==> src/rtl/prs_veldiv.sv <==
`timescale 1ns / 1ps
// ----------------------------------------------------------------------------
// prs_veldiv: emit velocity from speed and trig value
// Computes round(step*|t|/320) as a shift by 64 and a reciprocal multiply by 1/5.
// ----------------------------------------------------------------------------
module prs_veldiv (
  input  logic                     clk,
  input  logic                     rst_n,
  input  logic                     start,
  input  logic [3:0]               step,
  input  logic signed [15:0]       trig,
  output logic                     done,
  output logic signed [15:0]       vel
);

  logic [17:0]   num_r, num_nxt;
  logic          busy_r;
  logic          neg_r;
  logic [14:0]   mag;
  logic [11:0]   q64;
  logic [25:0]   prod;
  logic [9:0]    quo;

  always_comb begin
    mag = trig[15] ? 15'(-trig) : 15'(trig);
    num_nxt = {14'd0, step} * {3'd0, mag} + 18'd160;
  end

  always_ff @(posedge clk) begin
    if (!rst_n) begin
      busy_r <= 1'b0;
    end else begin
      busy_r <= start;
    end
    if (start) begin
      num_r <= num_nxt;
      neg_r <= trig[15];
    end
  end

  // floor(n/320) = floor(floor(n/64)/5); 13108/65536 is exact for n/64 below 16384
  assign q64 = num_r[17:6];
  assign prod = 26'(q64) * 26'd13108;
  assign quo = prod[25:16];

  assign done = busy_r;
  assign vel = neg_r ? -$signed({6'd0, quo}) : $signed({6'd0, quo});

endmodule

==> config.mk <==
export PLATFORM = sky130hd
export DESIGN_NAME = prs_veldiv
export DESIGN_NICKNAME = d
export VERILOG_FILES = /design/src/rtl/prs_veldiv.sv
export SDC_FILE = /design/constraint.sdc
export NUM_CORES = 1
export LEC_CHECK = 0
export ABC_AREA = 1
export BUFFER_PORTS_ARGS = -buffer_cell sky130_fd_sc_hd__buf_2
export CAP_MARGIN = 10
export CORE_UTILIZATION = 40
export DETAILED_ROUTE_END_ITERATION = 10
export PLACE_DENSITY_LB_ADDON = 0.08
export SLEW_MARGIN = 5
export SYNTH_ARGS = -nofsm -noshare
export SYNTH_HDL_FRONTEND = slang
export SYNTH_SLANG_ARGS = --single-unit
export TNS_END_PERCENT = 30
==> constraint.sdc <==
create_clock -name clk -period 6.8 [get_ports clk]
set_input_delay 1.36 -clock clk [delete_from_list [all_inputs] [get_ports clk]]
set_output_delay 1.36 -clock clk [all_outputs]
set_load 0.02 [all_outputs]
==> qor.tcl <==
set qor(dr_wl_met2_um) 6900
set qor(dp_slack_ps) 372.9
set qor(antenna_violating_nets_post_route) 0
set qor(data_required_time_of_the_worst_path_ps) 5440
set qor(track_usage_pct) 17.64
set qor(synth_compound_area_share_pct) 7.033
set qor(synthesized_nets) 986
set qor(floorplan.die.width_um) 123.7
set qor(first_global_vias) 4971
set qor(synth_adder_area_share_pct) 46.50
set qor(clk_transition_reported_paths_ps) 40
set qor(drt-met1-wl_um) 5102
set qor(route.vias.total) 4862
set qor(area_growth_syn_to_layout_pct) 10.45
set qor(report.final.setup_viol) 0
set qor(viasPerCell) 4.800
set qor(hold_path.class) {in -> reg}
set qor(worst_case_headroom_to_the_max_slew_limit_pct) 68.94
set qor(place.port_buffers) 39
set qor(post-place-cells) 997
set qor(tightest_slew_ps) 465.8
set qor(max_clock_freq_ghz) 0.1539
set qor(cap_violations) 0
set qor(drc_markers) 0
set qor(diodes) 0
set qor(antenna_found_initial) 0
set qor(yosys_register_bits) 14
set qor(synth-xor-area-share_pct) 5.702
set qor(grt_first_pass_wirelength_um) 21420
set qor(yosys-top-cells-area) {sky130_fd_sc_hd__ha_1 26%, sky130_fd_sc_hd__fa_1 21%, sky130_fd_sc_hd__inv_1 11%, sky130_fd_sc_hd__nand2_1 11%, sky130_fd_sc_hd__edfxtp_1 6.6%}
set qor(floorplan.initialDensity_pct) 40.92
set qor(cp_max_fo) 4
set qor(synth.yosys.seq_area_share_pct) 6.927
set qor(slew_viols_final) 0
set qor(synth_top_area_share_pct) 25.55
set qor(final_nets) 1036
set qor(layout_setup_ws_ps) 302.8
set qor(route.final.wire_length_um) 12490
set qor(synth.distinct_cells) 41
set qor(num_io_pins) 40
set qor(placementRows) 44
set qor(cts_stage_hold_buffer_count) 0
set qor(die_area_mm2) 0.01530
set qor(place_congestion) 0.8736
set qor(synth_top_cell_by_area) {sky130_fd_sc_hd__ha_1}
set qor(finalWorstPathRequiredPeriod_ps) 6497
set qor(synth_mux_area_share_pct) 0
set qor(core_region_area_mm2) 0.01448
set qor(drt-pass1-iter-count) 4
set qor(clk_root_buffer_cell) {sky130_fd_sc_hd__clkbuf_16}
set qor(num-fill-cells) 1496
set qor(final_hold_viols) 0
set qor(final_layout_size_suffix_gt1_share_pct) 13.15
set qor(mappedNetlistArea_mm2) 0.005924
set qor(cts-htree-levels) 1
set qor(grt_remaining_overflow) 0
set qor(worstSetupEndpointType) {primary output}
set qor(yosys_warn_count) 0
set qor(detailedRoute.firstIterationViolations) 140
set qor(timing.setup.critical_path_class) {reg -> out}
set qor(die_h_um) 123.7
set qor(final_min_period_over_clock_period_pct) 95.55
set qor(synthSimpleGateAreaFrac_pct) 21.84
set qor(clockBufferDepth) 2
set qor(cts-buffers-inserted) 3
set qor(tritoncts) {done}
set qor(final_cell_count_without_fillers) 1013
set qor(postSynthCellCount) 780
set qor(arrival_ps) 5140
set qor(detailroute.wirelength.met3_um) 188
set qor(synth_top_family_by_area) {adder cells}
set qor(top_layer_used) {met4}
set qor(route.detailed.wl_per_inst_um) 12.33
set qor(worst_setup_path_start_kind) {flop}
set qor(post-dp-hpwl_um) 11520
set qor(cts_sinks) 14
set qor(pin_count_of_the_biggest_net_entering_global_routing) 16
set qor(synth.avg_cell_area_um2) 7.595
set qor(run_status) {completed}
set qor(utilization_pct) 45.20
==> cell usage after synthesis (all sizes together) <==
master / n
a211oi: 2
dfxtp: 1
a21boi: 1
xnor2: 9
fa: 62
ha: 121
clkbuf: 4
o31ai: 1
a31oi: 4
and2: 2
o21a: 1
buf: 2
nand3b: 3
nor3: 8
edfxtp: 13
nand4: 6
inv: 181
o21bai: 4
a21oi: 36
or2: 2
nand2: 180
xor2: 27
nand3: 31
a21o: 1
o21ai: 20
nor2: 58
==> stage by stage <==
| step | hold WS [ps] | TNS (ps) | area (um2) |
|---|---|---|---|
| 4_1_cts | 1304 | 0 | 6397 |
| 6_report | 1305 | 0 | 6544 |
| 5_1_grt | 1337 | -63.31 | 6544 |
| 3_5_place_dp | 1558 | 0 | 6319 |
| 2_1_floorplan | 1453 | 0 | 5924 |
| 3_3_place_gp | 1543 | 0 | 6319 |
==> routing by layer <==
layer / track usage (%) / up-vias
li1: - / 2529
met1: 18.37 / 2234
met2: 37.05 / 80
met3: 0.4579 / 19
met4: 5.723 / 0
met5: 0 / -
==> worst paths after layout <==
| check | from | end | slack, ps | cells after the start |
|---|---|---|---|---|
| worst max-delay path | num_r[9] | vel[12] | 300 | 24 |
| worst min-delay path | rst_n | done | 1300 | 3 |
==> registers in the layout, summed over array words and instances (netlist names) <==
signal and flops:
neg_r 1, num_r 12, done 1
==> logic make-up after synthesis <==
kind of cell,count (synthesis)
AOI/OAI and AO/OA,70
xor gates and xnor gates,36
adders and majority gates,183
buffers and inverters,187
DFF,14
and+or+nand+nor,290
==> final cells by class <==
cell class | instances | area [um2] | area share (%)
clock buffer | 3 | 75.07 | 1.147
sequential | 14 | 410.4 | 6.272
multi-input combinational | 579 | 4860 | 74.26
clock inverter | 1 | 3.754 | 0.05736
tap | 184 | 230.2 | 3.518
inverter | 181 | 679.4 | 10.38
timing repair buffer | 51 | 285.3 | 4.359
==> layout by cell type, fill, tap and decap left out, types with 2 or more instances in the layout <==
master and count:
sky130_fd_sc_hd__xor2_1 25, sky130_fd_sc_hd__o21ai_0 12, sky130_fd_sc_hd__nand2_2 12, sky130_fd_sc_hd__nor2_2 8, sky130_fd_sc_hd__xor2_2 2, sky130_fd_sc_hd__buf_4 12
sky130_fd_sc_hd__buf_2 39, sky130_fd_sc_hd__nor2_4 2, sky130_fd_sc_hd__a21oi_2 5, sky130_fd_sc_hd__o21ai_1 4, sky130_fd_sc_hd__inv_1 176, sky130_fd_sc_hd__nand3b_1 3
sky130_fd_sc_hd__inv_2 5, sky130_fd_sc_hd__ha_1 117, sky130_fd_sc_hd__o21bai_1 4, sky130_fd_sc_hd__nand2_1 167, sky130_fd_sc_hd__ha_4 3, sky130_fd_sc_hd__o21ai_2 4
sky130_fd_sc_hd__xnor2_1 8, sky130_fd_sc_hd__a21oi_1 31, sky130_fd_sc_hd__nand4_1 6, sky130_fd_sc_hd__nor3_2 7, sky130_fd_sc_hd__edfxtp_1 13, sky130_fd_sc_hd__nor2_1 48
sky130_fd_sc_hd__clkbuf_16 3, sky130_fd_sc_hd__fa_1 62, sky130_fd_sc_hd__and2_1 2, sky130_fd_sc_hd__a31oi_1 4, sky130_fd_sc_hd__a211oi_1 2, sky130_fd_sc_hd__nand3_1 29
==> worst max-delay path: stages, from the launching register on <==
cell and delay (ps):
sky130_fd_sc_hd__edfxtp_1 400, sky130_fd_sc_hd__buf_4 160, sky130_fd_sc_hd__ha_4 260, sky130_fd_sc_hd__inv_1 60
sky130_fd_sc_hd__fa_1 520, sky130_fd_sc_hd__inv_1 50, sky130_fd_sc_hd__fa_1 500, sky130_fd_sc_hd__fa_1 510
sky130_fd_sc_hd__fa_1 540, sky130_fd_sc_hd__ha_4 310, sky130_fd_sc_hd__nand2_2 90, sky130_fd_sc_hd__nor2_2 160
sky130_fd_sc_hd__nand3_1 110, sky130_fd_sc_hd__nand3_1 110, sky130_fd_sc_hd__nand2_1 60, sky130_fd_sc_hd__nand2_2 100
sky130_fd_sc_hd__ha_1 180, sky130_fd_sc_hd__inv_1 50, sky130_fd_sc_hd__nor2_2 110, sky130_fd_sc_hd__nand3_1 130
sky130_fd_sc_hd__inv_1 80, sky130_fd_sc_hd__nand2_1 70, sky130_fd_sc_hd__nor2_2 120, sky130_fd_sc_hd__nor2_1 50
sky130_fd_sc_hd__buf_2 160
==> timing repair <==
action,in CTS,in global routing
hold endpoints to repair,0,0
endpoints found under the setup margin,0,8
buffers inserted,0,12
gates resized for setup,0,9
Power is left out: the tool's default activity adds up to more than one toggle a clock period on the data nets, which glitch-free logic cannot reach.
