==> config.mk <==
export PLATFORM = sky130hd
export DESIGN_NAME = prs_alu
export DESIGN_NICKNAME = d
export VERILOG_FILES = /design/src/rtl/prs_alu.sv
export SDC_FILE = /design/constraint.sdc
export NUM_CORES = 1
export LEC_CHECK = 0
export BUFFER_PORTS_ARGS = -buffer_cell sky130_fd_sc_hd__buf_2
export CAP_MARGIN = 40
export CORE_MARGIN = 3
export CORE_UTILIZATION = 59
export DETAILED_ROUTE_END_ITERATION = 6
export GPL_ROUTABILITY_DRIVEN = 0
export PLACE_DENSITY = 0.91
export SLEW_MARGIN = 15
export SYNTH_ARGS = -nofsm -noshare
export SYNTH_HDL_FRONTEND = slang
export SYNTH_SLANG_ARGS = --single-unit
==> constraint.sdc <==
create_clock -name vclk -period 12.6
set_input_delay 2.52 -clock vclk [all_inputs]
set_output_delay 2.52 -clock vclk [all_outputs]
set_load 0.02 [all_outputs]
==> src/rtl/prs_alu.sv <==
`timescale 1ns / 1ps
// ----------------------------------------------------------------------------
// prs_alu: shared saturating adder and compare unit
// One signed add with saturation to selectable bounds, plus a less-than flag.
// ----------------------------------------------------------------------------
module prs_alu (
  input  logic signed [24:0] op_a,
  input  logic signed [24:0] op_b,
  input  logic signed [24:0] sat_hi,
  input  logic signed [24:0] sat_lo,
  output logic signed [24:0] sum,
  output logic               a_lt_b
);

  logic signed [25:0] raw;

  always_comb begin
    raw = 26'(op_a) + 26'(op_b);
    if (raw > 26'(sat_hi)) sum = sat_hi;
    else if (raw < 26'(sat_lo)) sum = sat_lo;
    else sum = raw[24:0];
    a_lt_b = op_a < op_b;
  end

endmodule

==> results of run 1 <==
[logic make-up after synthesis]
family / Yosys count / share of synthesized area, %
buffers and inverters: 117 / 12.12
AOI/OAI and AO/OA: 158 / 28.31
adders and majority gates: 102 / 32.38
and+or+nand+nor: 181 / 23.23
xor gates and xnor gates: 16 / 3.724
muxes: 1 / 0.2525
[through the flow]
| stage | std cells | instance area (sq um) | hold WS (ns) | utilization (%) |
|---|---|---|---|---|
| after global routing | 762 | 4641 | 5.415 | 72.26 |
| after CTS | 762 | 4641 | 5.403 | 72.26 |
| after detailed placement | 762 | 4641 | 5.402 | 72.26 |
| after global placement | 760 | 4598 | 5.385 | 71.60 |
| after floorplan | 575 | 3965 | 5.223 | - |
| final | 762 | 4641 | 5.404 | 72.26 |
[cell type report]
cell class	instances	area (sq um)	area share (%)
Timing Repair Buffer	129	680.7	14.67
Multi-Input combinational cell	458	3496	75.33
Inverter	98	367.9	7.927
Tap cell	77	96.34	2.076
[cell usage after synthesis (2+ instances only)]
master       n
ha_1       101
inv_1       96
nor2_1      47
a21oi_1     36
nand3_1     34
nand2_1     27
nor3_1      21
o211ai_1    18
o21ai_0     15
nand4_1     11
a211oi_1    10
buf_2        9
nand2b_1     9
nor2b_1      9
nor4_1       9
xnor2_1      9
a21o_1       8
a311o_1      7
o31ai_1      7
o21ai_1      6
xor2_1       6
a211o_1      4
a31oi_1      4
clkbuf_1     4
o21a_1       4
o221ai_1     4
o31a_1       4
a21boi_1     3
a221o_1      3
buf_6        3
nor4_2       3
a21oi_2      2
buf_4        2
inv_2        2
nor3b_1      2
o2111ai_1    2
o21bai_1     2
o31ai_2      2
o41ai_1      2
or3_1        2
[placed cells by master, fill, tap and decap left out, types with 5 or more instances in the layout]
master and instances:
a311o_1 7, o21ai_0 15, ha_1 101, nand2_1 27, nor3_1 21, xor2_1 6
a21o_1 8, nor2b_1 9, nand4_1 11, nand3_1 34, buf_2 126, nor4_1 9
inv_1 96, nand2b_1 9, o21ai_1 5, a211oi_1 10, o211ai_1 18, o31ai_1 7
a21oi_1 36, nor2_1 47, xnor2_1 9
[worst max-delay path by stage]
stage,cells past startpoint,endpoint,startpoint
2_1_floorplan,17,sum[0],op_a[0]
3_3_place_gp,17,sum[24],op_a[0]
3_5_place_dp,17,sum[21],op_a[0]
4_1_cts,17,sum[21],op_a[0]
5_1_grt,17,sum[21],op_a[0]
6_report,17,sum[24],op_a[0]
[critical path, stage by stage]
cell and delay, ns:
buf_2 0.11, ha_1 0.21, fa_1 0.39, nor2b_1 0.17, o221ai_1 0.36, a211oi_2 0.16, a21oi_2 0.22, a21oi_1 0.12
or3_1 0.40, ha_1 0.33, nand3_1 0.14, nor4_1 0.45, a21boi_1 0.40, o21a_1 0.65, nor2_1 0.22, a211o_1 0.35
buf_2 0.16
[routing by layer]
metal  vias to the layer above  part of all wire, %  track usage (%)
li1                       2307                    -                -
met1                      2182                   40            34.66
met2                       301                   49            53.15
met3                        34                  8.8            3.104
met4                         2                  2.5            8.647
met5                         -                0.077                0
[power breakdown]
group	leakage, nW	switching, mW	internal [mW]
Combinational	2.51	0.229	0.141
Sequential	0	0	0
Clock	0	0	0
==> run_results.csv, run 1 <==
group,metric,value,unit
status,status,"finished clean",
synth,synth_fp_nets,777,
floorplan,pin_count,126,
floorplan,die_w,87.98,um
route,wirelength,11700,um
synth,avgSynthCellArea,6.896,sq um
layout,area_growth,17.04,%
synth,synthCells,575,
route,wire_per_inst,15.35,um
sta,tightest_slew,0.6978,ns
synth,synth_top_cell_area_share,31.87,%
cts,cts_resized,0,
route,drc_errors,0,
layout,register_area,0,sq um
placement,dp_slack,2.795,ns
hold_path,hold_start,"sat_hi[23]",
sta,relSlewSlack,53.48,%
job,max_cap_viol_count,0,
route,ant_nets,0,
pwr,power.total,0.3702,mW
layout,drive_gt1_share,20.88,%
route,drtIter0Drc,336,
synth,netlist_area,3965,sq um
placement,dp_hpwl,10070,um
setup_path,start_kind,"input pin",
grt,grt_pass1_vias,4507,
synth,yosysWarningCount,0,
sta,fmax,101.1,MHz
setup_path,crit_path_max_fanout,19,
grt,grtUsageTotal,28.79,%
placement,io_buffers,126,
sta,finalCritPeriodShare,78.53,%
pwr,p_per_area,79.78,nW/um^2
floorplan,coreArea,6422,sq um
cts,post-cts-setup-buffer-count,0,
layout,clock_buffers,0,
floorplan,rows,29,
sta,period_needed,9.894,ns
floorplan,dieArea,7740,sq um
layout,fillers,526,
route,first_pass_iters,5,
sta,final_max_slew_viol_count,0,
sta,timing.setup.tns,0,ns
synth,yosys.area.top_type,"ha_1",
hold_path,hold_depth,3,
pwr,static-leakage-power,2.510,nW
grt,grt_pass1_wl,18710,um
pwr,ir_drop,0.00004421,V
synth,yosysSeqAreaShare,0,%
sta,rsz0062_at_grt,"false",
floorplan,start_util,61.74,%
layout,antennaDiodeCount,0,
setup_path,path_class,"input pin to output pin",
layout,num-nets-final,889,
setup_path,end_kind,"output pin",
grt,grt_antenna_before_repair,1,
synth,synthTopCellsByArea,"ha_1, inv_1, a21oi_1",
setup_path,critPathRequiredTime,10.08,ns
route,vias_per_cell,6.333,
route,num_vias,4826,
synth,yosysUniqueCellTypes,66,
layout,seq_cells,0,
cts,ctsHoldBuffers,0,
sta,setup_viol,0,
sta,hold_violations,0,
grt,grt_max_degree,38,
setup_path,worstPathArrival,7.37,ns
hold_path,hold_class,"input pin to output pin",
sta,fin_ws,2.706,ns
floorplan,die_height,87.98,um
grt,overflow,0,
hold_path,holdPathEnd,"sum[23]",
Note: power is estimated with default switching activity, not from simulation.
==> inputs of run 2 (changes only) <==
--- a/config.mk
+++ b/config.mk
@@ -8,10 +8,10 @@
 export BUFFER_PORTS_ARGS = -buffer_cell sky130_fd_sc_hd__buf_2
 export CAP_MARGIN = 40
 export CORE_MARGIN = 3
-export CORE_UTILIZATION = 59
+export CORE_UTILIZATION = 55
 export DETAILED_ROUTE_END_ITERATION = 6
 export GPL_ROUTABILITY_DRIVEN = 0
-export PLACE_DENSITY = 0.91
+export PLACE_DENSITY = 0.85
 export SLEW_MARGIN = 15
 export SYNTH_ARGS = -nofsm -noshare
 export SYNTH_HDL_FRONTEND = slang
==> constraint.sdc (replaced) <==
create_clock -name vclk -period 9.6
set_input_delay 1.92 -clock vclk [all_inputs]
set_output_delay 1.92 -clock vclk [all_outputs]
set_load 0.02 [all_outputs]
==> run 2 against run 1 <==
Compared with the run above:
- cell area about the same
- sequential share of layout area unchanged
- clock-buffer cell count stayed put
- critical path type unchanged
- largest power group unchanged
- power increased by 30%
- via count fell by 4.5%
==> run_results.csv, run 2 (synthesized netlist as in run 1, its figures left out) <==
group,metric,value,unit
layout,seq_cells,0,
layout,num-nets-final,890,
job,max_cap_viol_count,0,
status,status,"finished clean",
sta,final_max_slew_viol_count,0,
floorplan,die_height,90.91,um
grt,grtUsageTotal,26.24,%
route,ant_nets,0,
layout,register_area,0,sq um
layout,area_growth,17.13,%
pwr,pwr-share-seq,0,%
layout,fin_util,67.25,%
sta,tightest_slew,0.8303,ns
setup_path,critPathRequiredTime,7.68,ns
pwr,p_int,0.1800,mW
hold_path,hold_start,"sat_hi[22]",
setup_path,startpoint,"op_a[0]",
sta,setup_viol,0,
sta,finalCritPeriodShare,89.46,%
pwr,p_per_area,103.3,nW/um^2
cts,cts_resized,0,
grt,grt_pass1_vias,4296,
pwr,combPwrFrac,100.0,%
layout,antennaDiodeCount,0,
setup_path,endpoint,"sum[11]",
sta,relSlewSlack,44.65,%
grt,grt_max_degree,35,
sta,period_needed,8.588,ns
sta,rsz0062_at_grt,"false",
placement,dp_hpwl,10080,um
route,drtIter0Drc,337,
floorplan,start_util,57.41,%
grt,grt_antenna_before_repair,0,
setup_path,path_class,"input pin to output pin",
floorplan,dieArea,8264,sq um
placement,io_buffers,126,
layout,mostFrequentLayoutCells,"buf_2, ha_1, inv_1, nor2_1, a21oi_1",
layout,drive_gt1_share,20.99,%
layout,clock_buffers,0,
route,wire_per_inst,14.93,um
cts,post-cts-setup-buffer-count,0,
setup_path,crit_path_max_fanout,34,
hold_path,hold_class,"input pin to output pin",
cts,ctsHoldBuffers,0,
route,vias_per_cell,5.895,
grt,overflow,0,
sta,fmax,116.4,MHz
layout,final_common_cell,"buf_2",
pwr,static-leakage-power,2.505,nW
sta,timing.setup.tns,0,ns
setup_path,worstPathArrival,6.67,ns
sta,hold_violations,0,
floorplan,coreArea,6907,sq um
layout,fillers,630,
floorplan,rows,30,
pwr,switching_power,0.2996,mW
setup_path,start_kind,"input pin",
floorplan,pin_count,126,
route,first_pass_iters,6,
setup_path,end_kind,"output pin",
pwr,ir_drop,0.00004246,V
pwr,switching_share,62.47,%
route,drc_errors,0,
grt,grt_pass1_wl,18940,um
route,wirelength,11680,um
pwr,pwr-share-clk,0,%
route,num_vias,4610,
floorplan,die_w,90.91,um
[run 2: cell count changes in the layout (fill, tap and decap cells not counted), sizes merged]
cell and delta:
buf +1
[run 2: layout make-up]
class,count,area [sq um],area share (%)
Tap cell,96,120.1,2.586
Inverter,98,367.9,7.920
Multi-Input combinational cell,458,3496,75.27
Timing Repair Buffer,130,660.6,14.22
[run 2: stage by stage]
step / power (mW) / cells / hold slack, ns / area, sq um / setup slack, ns
after global placement: 0.4533 / 782 / 4.182 / 4644 / 1.280
after global routing: 0.5245 / 782 / 4.218 / 4644 / 0.7211
after floorplan: 0.3370 / 575 / 4.023 / 3965 / 2.075
after detailed placement: 0.4696 / 782 / 4.191 / 4644 / 1.114
final: 0.4797 / 782 / 4.188 / 4644 / 1.012
after CTS: 0.4721 / 782 / 4.191 / 4644 / 1.100
[run 2: worst max-delay path: stages]
cell	delay [ns]
buf_2	0.10
ha_1	0.22
fa_1	0.40
nor2b_1	0.17
o221ai_1	0.37
a211oi_2	0.16
a21oi_2	0.21
nor3b_1	0.08
nor4_2	0.47
ha_1	0.32
nand3_1	0.12
o221ai_1	0.13
a21oi_1	0.18
o2111ai_1	0.23
o21ai_4	0.71
buf_4	0.35
nand3_1	0.12
o211ai_1	0.17
buf_2	0.22
[run 2: how the worst min path moves through the flow]
stage | end | slack (ns) | cells past startpoint
after floorplan | sum[22] | 4.02 | 2
after global placement | sum[22] | 4.18 | 4
after detailed placement | sum[22] | 4.19 | 4
after CTS | sum[22] | 4.19 | 4
after global routing | sum[22] | 4.22 | 4
final | sum[22] | 4.19 | 4
[run 2: power groups by stage]
stage | sequential (mW) | clock, mW | combinational [mW]
floorplan | 0 | 0 | 0.337
global placement | 0 | 0 | 0.453
detailed placement | 0 | 0 | 0.470
CTS | 0 | 0 | 0.472
global route | 0 | 0 | 0.524
finish | 0 | 0 | 0.480
[run 2: per-layer routing]
layer  track usage, %  vias up  wire, um
met5                0        -         0
met3            1.750       10       956
met4            2.638        0        99
li1                 -     2307         -
met1            33.27     2078      4909
met2            49.78      215      5713
==> inputs of run 3 (changes only) <==
--- a/config.mk
+++ b/config.mk
@@ -5,10 +5,11 @@
 export SDC_FILE = /design/constraint.sdc
 export NUM_CORES = 1
 export LEC_CHECK = 0
+export ABC_AREA = 1
 export BUFFER_PORTS_ARGS = -buffer_cell sky130_fd_sc_hd__buf_2
 export CAP_MARGIN = 40
 export CORE_MARGIN = 3
-export CORE_UTILIZATION = 55
+export CORE_UTILIZATION = 56
 export DETAILED_ROUTE_END_ITERATION = 6
 export GPL_ROUTABILITY_DRIVEN = 0
 export PLACE_DENSITY = 0.85
==> run 3 against run 2 <==
Compared with the run above:
- global-route usage shrank 0.23 points
- via count grew 21%
- fmax grew 6.4%
- sequential cell count is the same
- power grew 22%
- area after synthesis grew 16%
- combinational power grew 22%
- worst setup slack gained 0.51 ns
- largest power group unchanged
- highest routed layer unchanged
==> run_results.csv, run 3 <==
group,metric,value,unit
synth,yosysMostFrequentCell,"nand2_1",
pwr,power.total,0.5863,mW
route,dr_wl_met3,1142,um
synth,synth_top_cell_area_share,27.56,%
route,ant_nets,0,
sta,period_needed,8.074,ns
sta,fmax,123.9,MHz
synth,netlist_area,4586,sq um
hold_path,hold_class,"input pin to output pin",
layout,fillers,809,
setup_path,end_kind,"output pin",
layout,num-nets-final,1187,
layout,antennaDiodeCount,0,
floorplan,start_util,58.43,%
sta,final_max_slew_viol_count,0,
placement,io_buffers,126,
layout,seq_cells,0,
setup_path,crit_path_max_fanout,26,
synth,avgSynthCellArea,5.277,sq um
layout,mostFrequentLayoutCells,"nand2_1, inv_1, buf_2, nand3_1, ha_1",
grt,grt_pass1_vias,4768,
floorplan,dieArea,9310,sq um
synth,synth.top_cells.by_count,"nand2_1, inv_1, ha_1, nand3_1, nor2_1",
floorplan,die_height,96.49,um
setup_path,path_class,"input pin to output pin",
grt,grt_pass1_wl,20050,um
setup_path,start_kind,"input pin",
job,max_cap_viol_count,0,
sta,finalCritPeriodShare,84.10,%
route,first_pass_iters,5,
grt,overflow,0,
setup_path,worstPathArrival,6.15,ns
floorplan,pin_count,126,
sta,relSlewSlack,49.29,%
grt,grt_antenna_before_repair,0,
sta,tightest_slew,0.7589,ns
sta,timing.setup.tns,0,ns
route,wl_met2,5615,um
route,drc_errors,0,
route,wire_per_inst,11.36,um
grt,grtUsageTotal,26.01,%
floorplan,rows,32,
route,num_vias,5564,
sta,hold_violations,0,
route,wl_met1,5416,um
layout,register_area,0,sq um
floorplan,die_w,96.49,um
sta,setup_viol,0,
layout,area_growth,15.03,%
synth,synthCells,869,
synth,yosysUniqueCellTypes,31,
cts,ctsHoldBuffers,0,
synth,yosys.area.top_type,"ha_1",
layout,post-route-cell-area,5275,sq um
layout,fin_util,67.22,%
route,wirelength,12330,um
status,status,"finished clean",
placement,dp_hpwl,10710,um
synth,synthTopCellsByArea,"ha_1, nand2_1, inv_1",
cts,post-cts-setup-buffer-count,0,
synth,yosysWarningCount,0,
layout,final_common_cell,"nand2_1",
placement,place_area,5275,sq um
pwr,p_per_area,111.2,nW/um^2
layout,multi_input_area,3732,sq um
floorplan,coreArea,7848,sq um
synth,synth_fp_nets,1071,
layout,clock_buffers,0,
sta,rsz0062_at_grt,"false",
setup_path,critPathRequiredTime,7.68,ns
pwr,ir_drop,0.00005310,V
route,vias_per_cell,5.128,
layout,drive_gt1_share,13.63,%
route,top_layer,"met4",
pwr,static-leakage-power,3.579,nW
synth,yosysSeqAreaShare,0,%
route,drtIter0Drc,223,
grt,grt_max_degree,27,
cts,cts_resized,0,
-- run 3: changes by cell type after synthesis, moves of 10 or more --
cell and change:
nor2_1 +13, inv_1 +109, nand2_1 +249, o211ai_1 -16, nor3_1 -11, nand3_1 +67, a211oi_1 -10
-- run 3: cell type report --
cell class	count	share of cell area [%]
tap	102	2.419
inverter	205	14.59
multi-input combinational	651	70.75
timing repair buffer	127	12.24
-- run 3: metrics by stage --
| step | setup slack (ns) | cells | hold slack, ns |
|---|---|---|---|
| 2_1_floorplan | 2.965 | 869 | 4.030 |
| 5_1_grt | 1.023 | 1085 | 4.219 |
| 4_1_cts | 1.634 | 1085 | 4.196 |
| 3_5_place_dp | 1.646 | 1085 | 4.195 |
| 3_3_place_gp | 1.743 | 1084 | 4.197 |
| 6_report | 1.526 | 1085 | 4.194 |
-- run 3: kinds of logic after synthesis --
kind of cell	Yosys count	synth area share, %
compound gates	65	7.612
fa+ha+maj	102	27.99
simple gates	471	43.30
xor+xnor	13	2.483
buf+inv	218	18.61
-- run 3: worst max-delay path, stage by stage --
cell      delay [ns]
buf_2           0.11
ha_1            0.34
inv_1           0.16
nand2_1         0.15
nor3_1          0.27
nand3_1         0.13
nand3_1         0.13
nand2_1         0.06
nand3b_1        0.09
xor2_1          0.25
ha_1            0.33
a21oi_1         0.14
o21ai_0         0.10
nor2_1          0.20
nand4_2         0.63
nand2_2         0.68
nand2_1         0.10
nand2_1         0.08
nand2_1         0.05
nand2_1         0.07
buf_2           0.16
-- run 3: metal layers --
metal	up-vias	GRT usage [%]
met3	14	1.627
met2	230	47.47
met1	2398	34.14
li1	2922	-
met5	-	0
met4	0	3.738
-- run 3: final timing paths --
path | from | end | slack, ns | depth (start not counted)
setup / recovery | op_a[17] | sum[24] | 1.53 | 21
hold / removal | sat_hi[23] | sum[23] | 4.19 | 4
-- run 3: report_power, final --
| part | leakage [nW] | switching [mW] | internal [mW] | total [mW] |
|---|---|---|---|---|
| registers | 0 | 0 | 0 | 0 |
| clock network | 0 | 0 | 0 | 0 |
| logic | 3.58 | 0.389 | 0.197 | 0.586 |
